**config.mk**
```make
export PLATFORM = sky130hd
export DESIGN_NAME = keyed_count_table
export DESIGN_NICKNAME = d
export VERILOG_FILES = /design/src/rtl/kct_pkg.sv /design/src/rtl/keyed_count_table.sv /design/src/rtl/kct_ctrl.sv /design/src/rtl/kct_dp.sv
export SDC_FILE = /design/constraint.sdc
export NUM_CORES = 2
export LEC_CHECK = 0
export BUFFER_PORTS_ARGS = -buffer_cell sky130_fd_sc_hd__buf_2
export CORE_MARGIN = 2
export CORE_UTILIZATION = 40
export DETAILED_ROUTE_END_ITERATION = 16
export PLACE_DENSITY = 0.64
export SLEW_MARGIN = 20
export SYNTH_ARGS = -nofsm -noshare
export SYNTH_HDL_FRONTEND = slang
export SYNTH_MEMORY_MAX_BITS = 65536
export SYNTH_SLANG_ARGS = --single-unit
```
**constraint.sdc**
```tcl
create_clock -name clk -period 13.06 [get_ports clk]
set_input_delay 2.612 -clock clk [delete_from_list [all_inputs] [get_ports clk]]
set_output_delay 2.612 -clock clk [all_outputs]
set_load 0.005 [all_outputs]
```
**src/rtl/kct_pkg.sv**
```systemverilog
// Package for the keyed count table: types, codes and constants shared by
// the controller, the datapath and the top level. No dependencies.
`default_nettype none
package kct_pkg;

  localparam int KCT_ENTRIES = 64;
  localparam logic [6:0] CAP_RESET = 7'd64;
  localparam logic [15:0] COUNT_MAX = 16'hFFFF;

  // Operation codes carried in the input word.
  localparam logic [1:0] OP_ADD    = 2'd0;
  localparam logic [1:0] OP_REDUCE = 2'd1;
  localparam logic [1:0] OP_CLEAR  = 2'd2;

  // Result status codes.
  localparam logic [2:0] ST_DONE     = 3'd0;
  localparam logic [2:0] ST_BAD      = 3'd1;
  localparam logic [2:0] ST_ABSENT   = 3'd2;
  localparam logic [2:0] ST_OVERFLOW = 3'd3;
  localparam logic [2:0] ST_FULL     = 3'd4;

  typedef struct packed {
    logic [31:0] key;
    logic [15:0] count;
    logic [15:0] slot;
  } entry_t;

  typedef enum logic [1:0] {
    S_IDLE,
    S_SCAN,
    S_DRAIN,
    S_UPDATE
  } state_t;

  // Commands from the controller to the datapath.
  typedef struct packed {
    logic load;    // latch the input word and restart the scan
    logic rd_en;   // read the table at the scan address and advance it
    logic commit;  // apply the operation and load the result register
  } ctrl_cmd_t;

  // Status from the datapath to the controller.
  typedef struct packed {
    logic addr_last;  // scan address points at the last entry
    logic out_busy;   // result register full and not taken this cycle
  } dp_stat_t;

endpackage
`default_nettype wire

```
**src/rtl/keyed_count_table.sv**
```systemverilog
// Top level of the keyed count table: joins the controller and the datapath.
// Depends on kct_pkg, kct_ctrl and kct_dp.
`default_nettype none
//
//  Channel   Direction  Handshake                   Contents
//  s_axis    in         s_axis_tvalid/tready        operation word (cmd, key, amount)
//  m_axis    out        m_axis_tvalid/tready        result word (status, count, slot)
//  cfg       in         cfg_we, no back-pressure    capacity register
//
// Each input word passes through these steps in order: it is accepted, the
// entry memory is scanned through its single read port, the registered read
// drains and the update follows. No new word is accepted before that update.
// Reset is synchronous and active high; it empties the table, zeroes the
// slot counter and sets the capacity to 64. The table memory itself is not
// cleared, since per-entry valid bits guard every read. A stalled result
// word holds in the output register; the next input word is accepted
// meanwhile and waits in its update step until the register is free.
//
module keyed_count_table #(
  parameter int ENTRIES = kct_pkg::KCT_ENTRIES
) (
  input  wire logic        clk,
  input  wire logic        rst,
  // Capacity register write.
  input  wire logic        cfg_we,
  input  wire logic [6:0]  cfg_wdata,
  // Input words.
  input  wire logic        s_axis_tvalid,
  output logic             s_axis_tready,
  // Fields from bit 0 up: cmd [1:0], item_key [33:2], amount [49:34], zero fill.
  input  wire logic [55:0] s_axis_tdata,
  // Result words.
  output logic             m_axis_tvalid,
  input  wire logic        m_axis_tready,
  // Fields from bit 0 up: status [2:0], count_now [18:3], slot_number [34:19],
  // zero fill.
  output logic [39:0]      m_axis_tdata
);
  import kct_pkg::*;

  ctrl_cmd_t cmd;
  dp_stat_t  stat;

  // The controller sequences accept, scan, drain and update; it sees the
  // datapath only through the command and status structs.
  kct_ctrl u_ctrl (
    .clk      (clk),
    .rst      (rst),
    .in_valid (s_axis_tvalid),
    .in_ready (s_axis_tready),
    .stat     (stat),
    .cmd      (cmd)
  );

  // The datapath holds the table, the counters and the result register.
  kct_dp #(
    .ENTRIES (ENTRIES)
  ) u_dp (
    .clk       (clk),
    .rst       (rst),
    .cfg_we    (cfg_we),
    .cfg_wdata (cfg_wdata),
    .in_data   (s_axis_tdata),
    .out_data  (m_axis_tdata),
    .out_valid (m_axis_tvalid),
    .out_ready (m_axis_tready),
    .cmd       (cmd),
    .stat      (stat)
  );

endmodule
`default_nettype wire

```
**src/rtl/kct_ctrl.sv**
```systemverilog
// Controller state machine of the keyed count table.
// Depends on kct_pkg for the state type and the command and status structs.
`default_nettype none
module kct_ctrl (
  input  wire logic               clk,
  input  wire logic               rst,
  input  wire logic               in_valid,
  output logic                    in_ready,
  input  wire kct_pkg::dp_stat_t  stat,
  output kct_pkg::ctrl_cmd_t      cmd
);
  import kct_pkg::*;

  state_t state, state_next;

  always_ff @(posedge clk) begin
    if (rst) begin
      state <= S_IDLE;
    end else begin
      state <= state_next;
    end
  end

  always_comb begin
    state_next = state;
    case (state)
      S_IDLE: begin
        if (in_valid) state_next = S_SCAN;
      end
      S_SCAN: begin
        if (stat.addr_last) state_next = S_DRAIN;
      end
      S_DRAIN: begin
        state_next = S_UPDATE;
      end
      S_UPDATE: begin
        if (!stat.out_busy) state_next = S_IDLE;
      end
      default: begin
        state_next = S_IDLE;
      end
    endcase
  end

  always_comb begin
    in_ready   = 1'b0;
    cmd.load   = 1'b0;
    cmd.rd_en  = 1'b0;
    cmd.commit = 1'b0;
    case (state)
      S_IDLE: begin
        in_ready = 1'b1;
        cmd.load = in_valid;
      end
      S_SCAN: begin
        cmd.rd_en = 1'b1;
      end
      S_DRAIN: begin
      end
      S_UPDATE: begin
        cmd.commit = !stat.out_busy;
      end
      default: begin
      end
    endcase
  end

endmodule
`default_nettype wire

```
**src/rtl/kct_dp.sv**
```systemverilog
// Datapath of the keyed count table: entry memory, valid bits, scan
// compare, update arithmetic and result register. Depends on kct_pkg.
`default_nettype none
module kct_dp #(
  parameter int ENTRIES = kct_pkg::KCT_ENTRIES
) (
  input  wire logic               clk,
  input  wire logic               rst,
  input  wire logic               cfg_we,
  input  wire logic [6:0]         cfg_wdata,
  input  wire logic [55:0]        in_data,
  output logic [39:0]             out_data,
  output logic                    out_valid,
  input  wire logic               out_ready,
  input  wire kct_pkg::ctrl_cmd_t cmd,
  output kct_pkg::dp_stat_t       stat
);
  import kct_pkg::*;

  localparam int IW = (ENTRIES > 1) ? $clog2(ENTRIES) : 1;
  localparam int OW = $clog2(ENTRIES + 1);
  localparam int LW = (OW > 7) ? OW : 7;

  entry_t         mem [ENTRIES];
  logic           valid [ENTRIES];

  logic [6:0]     capacity;
  logic [OW-1:0]  occupied;
  logic [15:0]    next_slot;

  logic [1:0]     op;
  logic [31:0]    key;
  logic [15:0]    amt;

  logic [IW-1:0]  addr;
  logic           chk;
  logic [IW-1:0]  chk_idx;
  logic           chk_valid;
  entry_t         rd_q;

  logic           hit;
  logic [IW-1:0]  hit_idx;
  logic [15:0]    hit_cnt;
  logic [15:0]    hit_slot;
  logic           free_found;
  logic [IW-1:0]  free_idx;

  // Update decision.
  logic [LW-1:0]  limit;
  logic [16:0]    sum;
  logic [15:0]    diff;
  logic [2:0]     res_status;
  logic [15:0]    res_count;
  logic [15:0]    res_slot;
  logic           wr_en;
  logic [IW-1:0]  wr_idx;
  entry_t         wr_entry;
  logic           v_set;
  logic           v_clr;
  logic           occ_inc;
  logic           occ_dec;
  logic           slot_inc;
  logic           clear_all;

  assign stat.addr_last = (addr == IW'(ENTRIES - 1));
  assign stat.out_busy  = out_valid && !out_ready;

  always_ff @(posedge clk) begin
    if (rst) begin
      capacity <= CAP_RESET;
    end else if (cfg_we) begin
      capacity <= cfg_wdata;
    end
  end

  always_ff @(posedge clk) begin
    if (cmd.load) begin
      op  <= in_data[1:0];
      key <= in_data[33:2];
      amt <= in_data[49:34];
    end
  end

  // Scan address and registered memory read.
  always_ff @(posedge clk) begin
    if (rst) begin
      addr <= '0;
      chk  <= 1'b0;
    end else begin
      chk <= cmd.rd_en;
      if (cmd.load) begin
        addr <= '0;
      end else if (cmd.rd_en) begin
        addr <= addr + 1'b1;
      end
    end
  end

  always_ff @(posedge clk) begin
    if (cmd.rd_en) begin
      rd_q      <= mem[addr];
      chk_idx   <= addr;
      chk_valid <= valid[addr];
    end
  end

  always_ff @(posedge clk) begin
    if (wr_en) begin
      mem[wr_idx] <= wr_entry;
    end
  end

  // Match and first-free tracking over the scan.
  always_ff @(posedge clk) begin
    if (rst || cmd.load) begin
      hit        <= 1'b0;
      free_found <= 1'b0;
    end else if (chk) begin
      if (chk_valid && (rd_q.key == key) && (key != 32'd0)) begin
        hit <= 1'b1;
      end
      if (!chk_valid && !free_found) begin
        free_found <= 1'b1;
      end
    end
  end

  always_ff @(posedge clk) begin
    if (chk) begin
      if (chk_valid && (rd_q.key == key)) begin
        hit_idx  <= chk_idx;
        hit_cnt  <= rd_q.count;
        hit_slot <= rd_q.slot;
      end
      if (!chk_valid && !free_found) begin
        free_idx <= chk_idx;
      end
    end
  end

  always_comb begin
    if (capacity == 7'd0) begin
      limit = LW'(1);
    end else if (LW'(capacity) > LW'(ENTRIES)) begin
      limit = LW'(ENTRIES);
    end else begin
      limit = LW'(capacity);
    end
  end

  assign sum  = {1'b0, hit_cnt} + {1'b0, amt};
  assign diff = hit_cnt - amt;

  always_comb begin
    res_status = ST_DONE;
    res_count  = hit ? hit_cnt : 16'd0;
    res_slot   = hit ? hit_slot : 16'd0;
    wr_en      = 1'b0;
    wr_idx     = hit_idx;
    wr_entry   = '{key: key, count: sum[15:0], slot: hit_slot};
    v_set      = 1'b0;
    v_clr      = 1'b0;
    occ_inc    = 1'b0;
    occ_dec    = 1'b0;
    slot_inc   = 1'b0;
    clear_all  = 1'b0;
    if (op == OP_CLEAR) begin
      clear_all = 1'b1;
      res_count = 16'd0;
      res_slot  = 16'd0;
    end else if ((op != OP_ADD && op != OP_REDUCE) || key == 32'd0 || amt == 16'd0) begin
      res_status = ST_BAD;
    end else if (op == OP_ADD) begin
      if (hit) begin
        if (sum[16]) begin
          res_status = ST_OVERFLOW;
        end else begin
          wr_en     = 1'b1;
          res_count = sum[15:0];
        end
      end else if (LW'(occupied) >= limit || !free_found) begin
        res_status = ST_FULL;
      end else begin
        wr_en     = 1'b1;
        wr_idx    = free_idx;
        wr_entry  = '{key: key, count: amt, slot: next_slot};
        v_set     = 1'b1;
        occ_inc   = 1'b1;
        slot_inc  = 1'b1;
        res_count = amt;
        res_slot  = next_slot;
      end
    end else begin
      if (!hit || hit_cnt < amt) begin
        res_status = ST_ABSENT;
      end else if (diff == 16'd0) begin
        v_clr     = 1'b1;
        occ_dec   = (occupied != '0);
        res_count = 16'd0;
        res_slot  = 16'd0;
      end else begin
        wr_en          = 1'b1;
        wr_entry.count = diff;
        res_count      = diff;
      end
    end
    wr_en = wr_en && cmd.commit;
  end

  always_ff @(posedge clk) begin
    if (rst) begin
      for (int i = 0; i < ENTRIES; i++) valid[i] <= 1'b0;
      occupied  <= '0;
      next_slot <= 16'd0;
    end else if (cmd.commit) begin
      if (clear_all) begin
        for (int i = 0; i < ENTRIES; i++) valid[i] <= 1'b0;
        occupied  <= '0;
        next_slot <= 16'd0;
      end else begin
        if (v_set) valid[free_idx] <= 1'b1;
        if (v_clr) valid[hit_idx] <= 1'b0;
        if (occ_inc) occupied <= occupied + 1'b1;
        if (occ_dec) occupied <= occupied - 1'b1;
        if (slot_inc) next_slot <= next_slot + 16'd1;
      end
    end
  end

  always_ff @(posedge clk) begin
    if (rst) begin
      out_valid <= 1'b0;
    end else if (cmd.commit) begin
      out_valid <= 1'b1;
    end else if (out_ready) begin
      out_valid <= 1'b0;
    end
  end

  always_ff @(posedge clk) begin
    if (cmd.commit) begin
      out_data <= {5'd0, res_slot, res_count, res_status};
    end
  end

endmodule
`default_nettype wire

```
==> Yosys cells after proc, flatten, opt, wreduce, memory -nomap -nowiden <==
Memory sizes are Yosys's and may differ from the RTL's. A register that Yosys moved wholly into a read port is not among the register bits.
Cells that the tools add are included.
{ "op_classes": {"n_lt_le_gt_ge": 3, "bitwise": 64, "n_addsub": 6, "reduce_logical": 38, "eq_ne": 10, "muxes": 162} }
{ "ops": {"columns": ["operator", "count"], "rows": [
  ["16-bit 2-to-1 mux", 21],
  ["32-bit 2-to-1 mux", 4],
  ["1-bit 2-to-1 mux", 116],
  ["1-bit bitwise OR", 64],
  ["6-bit 2-to-1 mux", 7],
  ["7-bit 2-to-1 mux", 5],
  ["32-bit equality test", 1],
  ["16-bit logical NOT", 2],
  ["32-bit logical NOT", 1],
  ["32-bit nonzero test", 1],
  ["16-bit by 16-bit adder with 17-bit output", 1],
  ["16-bit by 1-bit adder with 16-bit output, second input constant", 1],
  ["16-bit less-than comparator", 1],
  ["16-bit subtractor", 1],
  ["2-bit 2-to-1 mux", 5],
  ["2-bit AND reduction", 5],
  ["3-bit 2-to-1 mux", 3],
  ["2-bit case mux with 4 select lines", 1],
  ["7-bit by 1-bit adder with 7-bit output, second input constant", 1],
  ["7-bit >= comparator", 1],
  ["7-bit greater-than comparator, second input constant", 1],
  ["7-bit logical NOT", 1],
  ["7-bit nonzero test", 1],
  ["7-bit by 1-bit subtractor with 7-bit output, second input constant", 1],
  ["15 further kinds", 37]
]} }
{ "totals": {"ram_bits": 4160, "in_bits": 68, "regBits": 177, "elab_cells": 304, "memories": 2, "output_inout_bits": 42} }
{ "mem_list": {"columns": ["memory", "depth", "width", "rd", "rd_clocked_by_memory_dff", "write_ports", "line_no", "source"], "rows": [
  ["u_dp.mem", 64, 64, 1, 1, 1, "kct_dp.sv:24", "entry_t mem [ENTRIES];"],
  ["u_dp.valid", 64, 1, 1, 1, 64, "kct_dp.sv:25", "logic valid [ENTRIES];"]
]} }

==> Longest topological paths before layout <==
{ "depth": {"ltp_word": 18, "depth_mapped": 22} }

==> Cells and area by module <==
From an unflattened synthesis, not the netlist that was laid out.
{ "hier_totals": {"cells_unflattened": 7302, "hier_area_um2": 170815.1} }
{ "by_module_without_submodules": {"columns": ["module", "instances", "area_per_inst_um2", "cells_per_inst"], "rows": [
  ["kct_dp", 1, 170599.9, 7280],
  ["kct_ctrl", 1, 215.2, 22]
]} }

==> Least setup slack after synthesis <==
No wires, ideal clock.
{ "synth_timing": {"path_type": "input -> register", "from": "input port m_axis_tready", "to": "memory u_dp.mem[57][0] (netlist bit), enable pin", "slack_ns": 2.074, "arrival_time_ns": 10.343, "path_stages": 6, "t_required_ns": 12.416, "setup_time_ns": 0.644, "path_buffers": 0, "cell_sequence": "nand2b_1 > nand2_1 > inv_1 > o31a_1 > nand3_1 > nor4_1"} }
{ "synth_rtl": {"columns": ["item", "line_no", "source"], "rows": [
  ["from (decl)", "keyed_count_table.sv:34", "input wire logic m_axis_tready,"],
  ["to (decl)", "kct_dp.sv:24", null]
]} }

==> Worst setup path after layout <==
{ "layout_timing": {"from": "register u_dp.key[17]", "to": "memory u_dp.mem[16][36] (netlist bit), enable pin"} }
{ "layout_between": {"elab_chain_cells": 8} }
{ "layout_rtl": {"columns": ["item", "line_no", "source"], "rows": [
  ["from (decl)", "kct_dp.sv:32", "logic [31:0] key;"],
  ["from (signal assigned)", "kct_dp.sv:79", "key <= in_data[33:2];"],
  ["32-bit logical NOT *", "kct_dp.sv:171", "end else if ((op != OP_ADD && op != OP_REDUCE) || key == 32'd0 || amt == 16'd0) begin"],
  ["1-bit logical OR * (2 in a row)", "kct_dp.sv:171", null],
  ["1-bit 2-to-1 mux", "kct_dp.sv:171", null],
  ["1-bit 2-to-1 mux", "kct_dp.sv:167", "if (op == OP_CLEAR) begin"],
  ["1-bit logical AND", "kct_dp.sv:207", "wr_en = wr_en && cmd.commit;"],
  ["1-bit 2-to-1 mux", "kct_dp.sv:108", "if (wr_en) begin"],
  ["1-bit 2-to-1 mux (not written as such)", "kct_dp.sv:109", "mem[wr_idx] <= wr_entry;"]
]} }
Every way passes the cells marked *; elsewhere a longest branch is shown, timed or not.

==> flow_summary.ini <==
[clock_tree]
cts.reportedPaths.clkPinSlew_ns = 0.06
cts_tree = yes
ctsHoldBuffers = 0
cts.sinks = 4402
ctsHtreeMaxLevel = 5
cts_buffers = 428
cts_setup_buffers = 0
clock_latency_ns = 1.00
clockBufferDepth = 4
cts_resized = 0
root_buffer = clkbuf_16

[global_routing]
gr-total-overflow = 0
antenna_found_initial = 24
grt_pass1_wl_mm = 632.9
grt.total_usage = 0.2057
grt_max_degree = 148
first_global_vias = 81920
use_met3 = 0.03633
gr-usage-met2 = 0.3346
top_usage_layer = met2
grt_use_met1 = 0.2876

[timing]
setup_viol = 0
fmax_ghz = 0.1391
final_max_slew_viol_count = 0
worst_pin_slew_ns = 1.238
fin_crit_ns = 7.188
rsz0062_at_grt = no
max_slew_margin = 0.1749
finalCritPeriodShare = 0.5504
hold_viol = 0
fin_tns_setup_ns = 0
finClkSkew_ns = 0.07689

[status]
status = complete, no violations

[critical_path]
path_class = reg -> reg
r2r_end = u_dp.mem[16][36]
startpoint_type = register
reg2reg_from = u_dp.key[17]
critPathMaxFanout = 66
worstPathArrival_ns = 7.79
r2r_slack_ns = 5.87
reg2regPathDepth = 14
cp-end-kind = register
worstPathRequired_ns = 13.66

[floorplanning]
initial_utilization = 0.4025
fp.dieW_um = 657.5
die_area_um2 = 432200
core_area_um2 = 424300
ioPinCount = 110
rows = 239
fp.dieH_um = 657.5

[detailed_routing]
first_iter_violations = 11560
postRouteAntennaNets = 0
drc = 0
via_per_inst = 5.979
routed_wl_mm = 452.9
vias = 82160
wl_per_cell_um = 32.96
firstDrtPassIters = 6

[finish]
final_cell_mix = 4360 x edfxtp_1, 1365 x mux4_2, 430 x clkbuf_16
final_common_cell = edfxtp_1
area_growth_pct = 13.38
stdcell_count = 13740
drive_gt1_frac = 0.3075
layout.nets = 7834

[yosys]
synth_seq_cells = 4402
yosysSeqAreaShare = 0.7715
synth_flop_cell = edfxtp_1
synthArstFlopShare = 0
netlist_area_um2 = 170800
synth_cell_types = 85
synth_edf_count = 4360
syn_avg_cell_area_um2 = 23.38
syn-instance-count = 7306
yosysWarnings = 0

[power]
leakage_uw = 0.05779
ir_worst_vdd_mv = 0.1469
p_per_area_nw_per_um2 = 175.4
power_uw = 33960

[placement]
dpl.hpwl_mm = 241.5
io_buffers = 98
gp_congestion = 0.8489
placedCellCount = 12940

[min_path]
holdPathEnd = u_dp.hit_cnt[2]
holdPathStages = 0
hold_path.startpoint = u_dp.rd_q[18]
hold_class = reg -> reg

[job]
drv_cap = 0
Yosys cell counts (4+ instances only):
cell type	instances	area (um^2)
mux4_2	1365	30740
nand4_1	12	75.07
o211ai_1	8	60.06
o21ai_1	22	110.1
or2_2	6	37.54
ha_1	51	638.1
a21oi_1	111	555.5
a32oi_1	6	52.55
buf_2	21	105.1
nor4_1	33	206.5
o22ai_1	6	37.54
and3_1	10	62.56
a21o_1	13	97.59
o31a_1	4	35.03
dfxtp_1	42	840.8
nor3b_1	10	75.07
buf_1	78	292.8
nand3_1	22	110.1
and2_1	11	68.82
or3_1	15	93.84
nor2b_1	14	87.58
mux2_2	7	78.83
inv_1	63	236.5
xor2_1	43	376.6
o21a_1	8	60.06
mux2i_1	15	150.1
nor2_1	203	762.0
nand2_1	144	540.5
o31ai_1	9	67.56
clkbuf_1	289	1085
a22oi_1	5	37.54
edfxtp_1	4360	130900
xnor2_1	26	227.7
a31oi_1	15	93.84
o21bai_1	4	30.03
a221oi_1	9	78.83
o21ai_0	97	485.5
nor3_1	41	205.2
o2111ai_1	6	52.55
buf_4	7	52.55
nand2b_1	18	112.6
layer usage:
metal,wire length (um),share of wire,vias to the layer above
met1,177800,0.39,44780
met3,43000,0.095,650
met2,219900,0.49,4568
met5,27,0.000060,-
met4,12230,0.027,4
li1,-,-,32150
final cells by class:
type                       count  area, um^2
antenna                        9       22.52
inverter                      63       236.5
timing repair buffer         370        2768
tap                         5663        7086
sequential                  4402      131800
clock buffer                 510       11060
multi-input combinational   2448       38010
clock inverter               275        2689
fill                       34490      230700
worst max path at each step:
stage	startpoint	end	slack, ns
floorplan	m_axis_tready	u_dp.mem[57][0]	2.07
global placement	u_dp.key[17]	u_dp.mem[18][28]	6.04
global route	u_dp.key[17]	u_dp.mem[16][36]	5.84
CTS	u_dp.key[18]	u_dp.mem[16][28]	5.93
finish	u_dp.key[17]	u_dp.mem[16][36]	5.87
detailed placement	u_dp.key[18]	u_dp.mem[16][28]	5.96
logic make-up after synthesis:
group | synth area share
other | 0.00002196
flip-flops | 0.7715
multiplexers | 0.1813
AO/OA/AOI/OAI | 0.01384
buffers and inverters | 0.01047
AND/OR/NAND/NOR | 0.01537
XOR/XNOR | 0.003538
adder cells (fa/ha/maj) | 0.003970
state kept, by name, indices dropped and copies added, names as in the netlist, 7 cells and up:
register	cells
u_dp.hit_cnt	16
u_dp.occupied	7
u_dp.key	32
u_dp.next_slot	16
u_dp.hit_slot	16
u_dp.mem	4096
u_dp.out_data	35
u_dp.capacity	7
u_dp.amt	16
u_dp.rd_q	64
u_dp.valid	64
report_power, final:
| group | total, uW | switching [uW] | internal (uW) |
|---|---|---|---|
| Clock | 12200 | 5320 | 6870 |
| Sequential | 16800 | 154 | 16600 |
| Combinational | 4970 | 2930 | 2040 |
worst max-delay path, cell delays in order, from the launching register on:
cell,delay (ns)
edfxtp_1,0.36
buf_4,0.34
nor4_1,0.86
nand4_1,0.79
o21a_1,0.39
buf_4,0.20
nand2_1,0.24
nor2_2,0.15
buf_4,0.28
o31ai_1,0.42
nand3_1,0.15
buf_4,0.31
nor2_4,0.79
buf_4,0.79
buf_4,0.52
through the flow:
stage | setup WS (ns) | hold WS, ns | instance area (um^2) | util
6_report | 5.872 | 0.4160 | 193700 | 0.4564
3_5_place_dp | 5.956 | 0.4054 | 179800 | 0.4238
5_1_grt | 5.837 | 0.4114 | 193700 | 0.4564
3_3_place_gp | 6.039 | 0.4101 | 179800 | 0.4237
4_1_cts | 5.932 | 0.4116 | 193600 | 0.4562
2_1_floorplan | 2.074 | 0.4003 | 170800 | -
No activity file was read; power rests on OpenSTA's default activity.
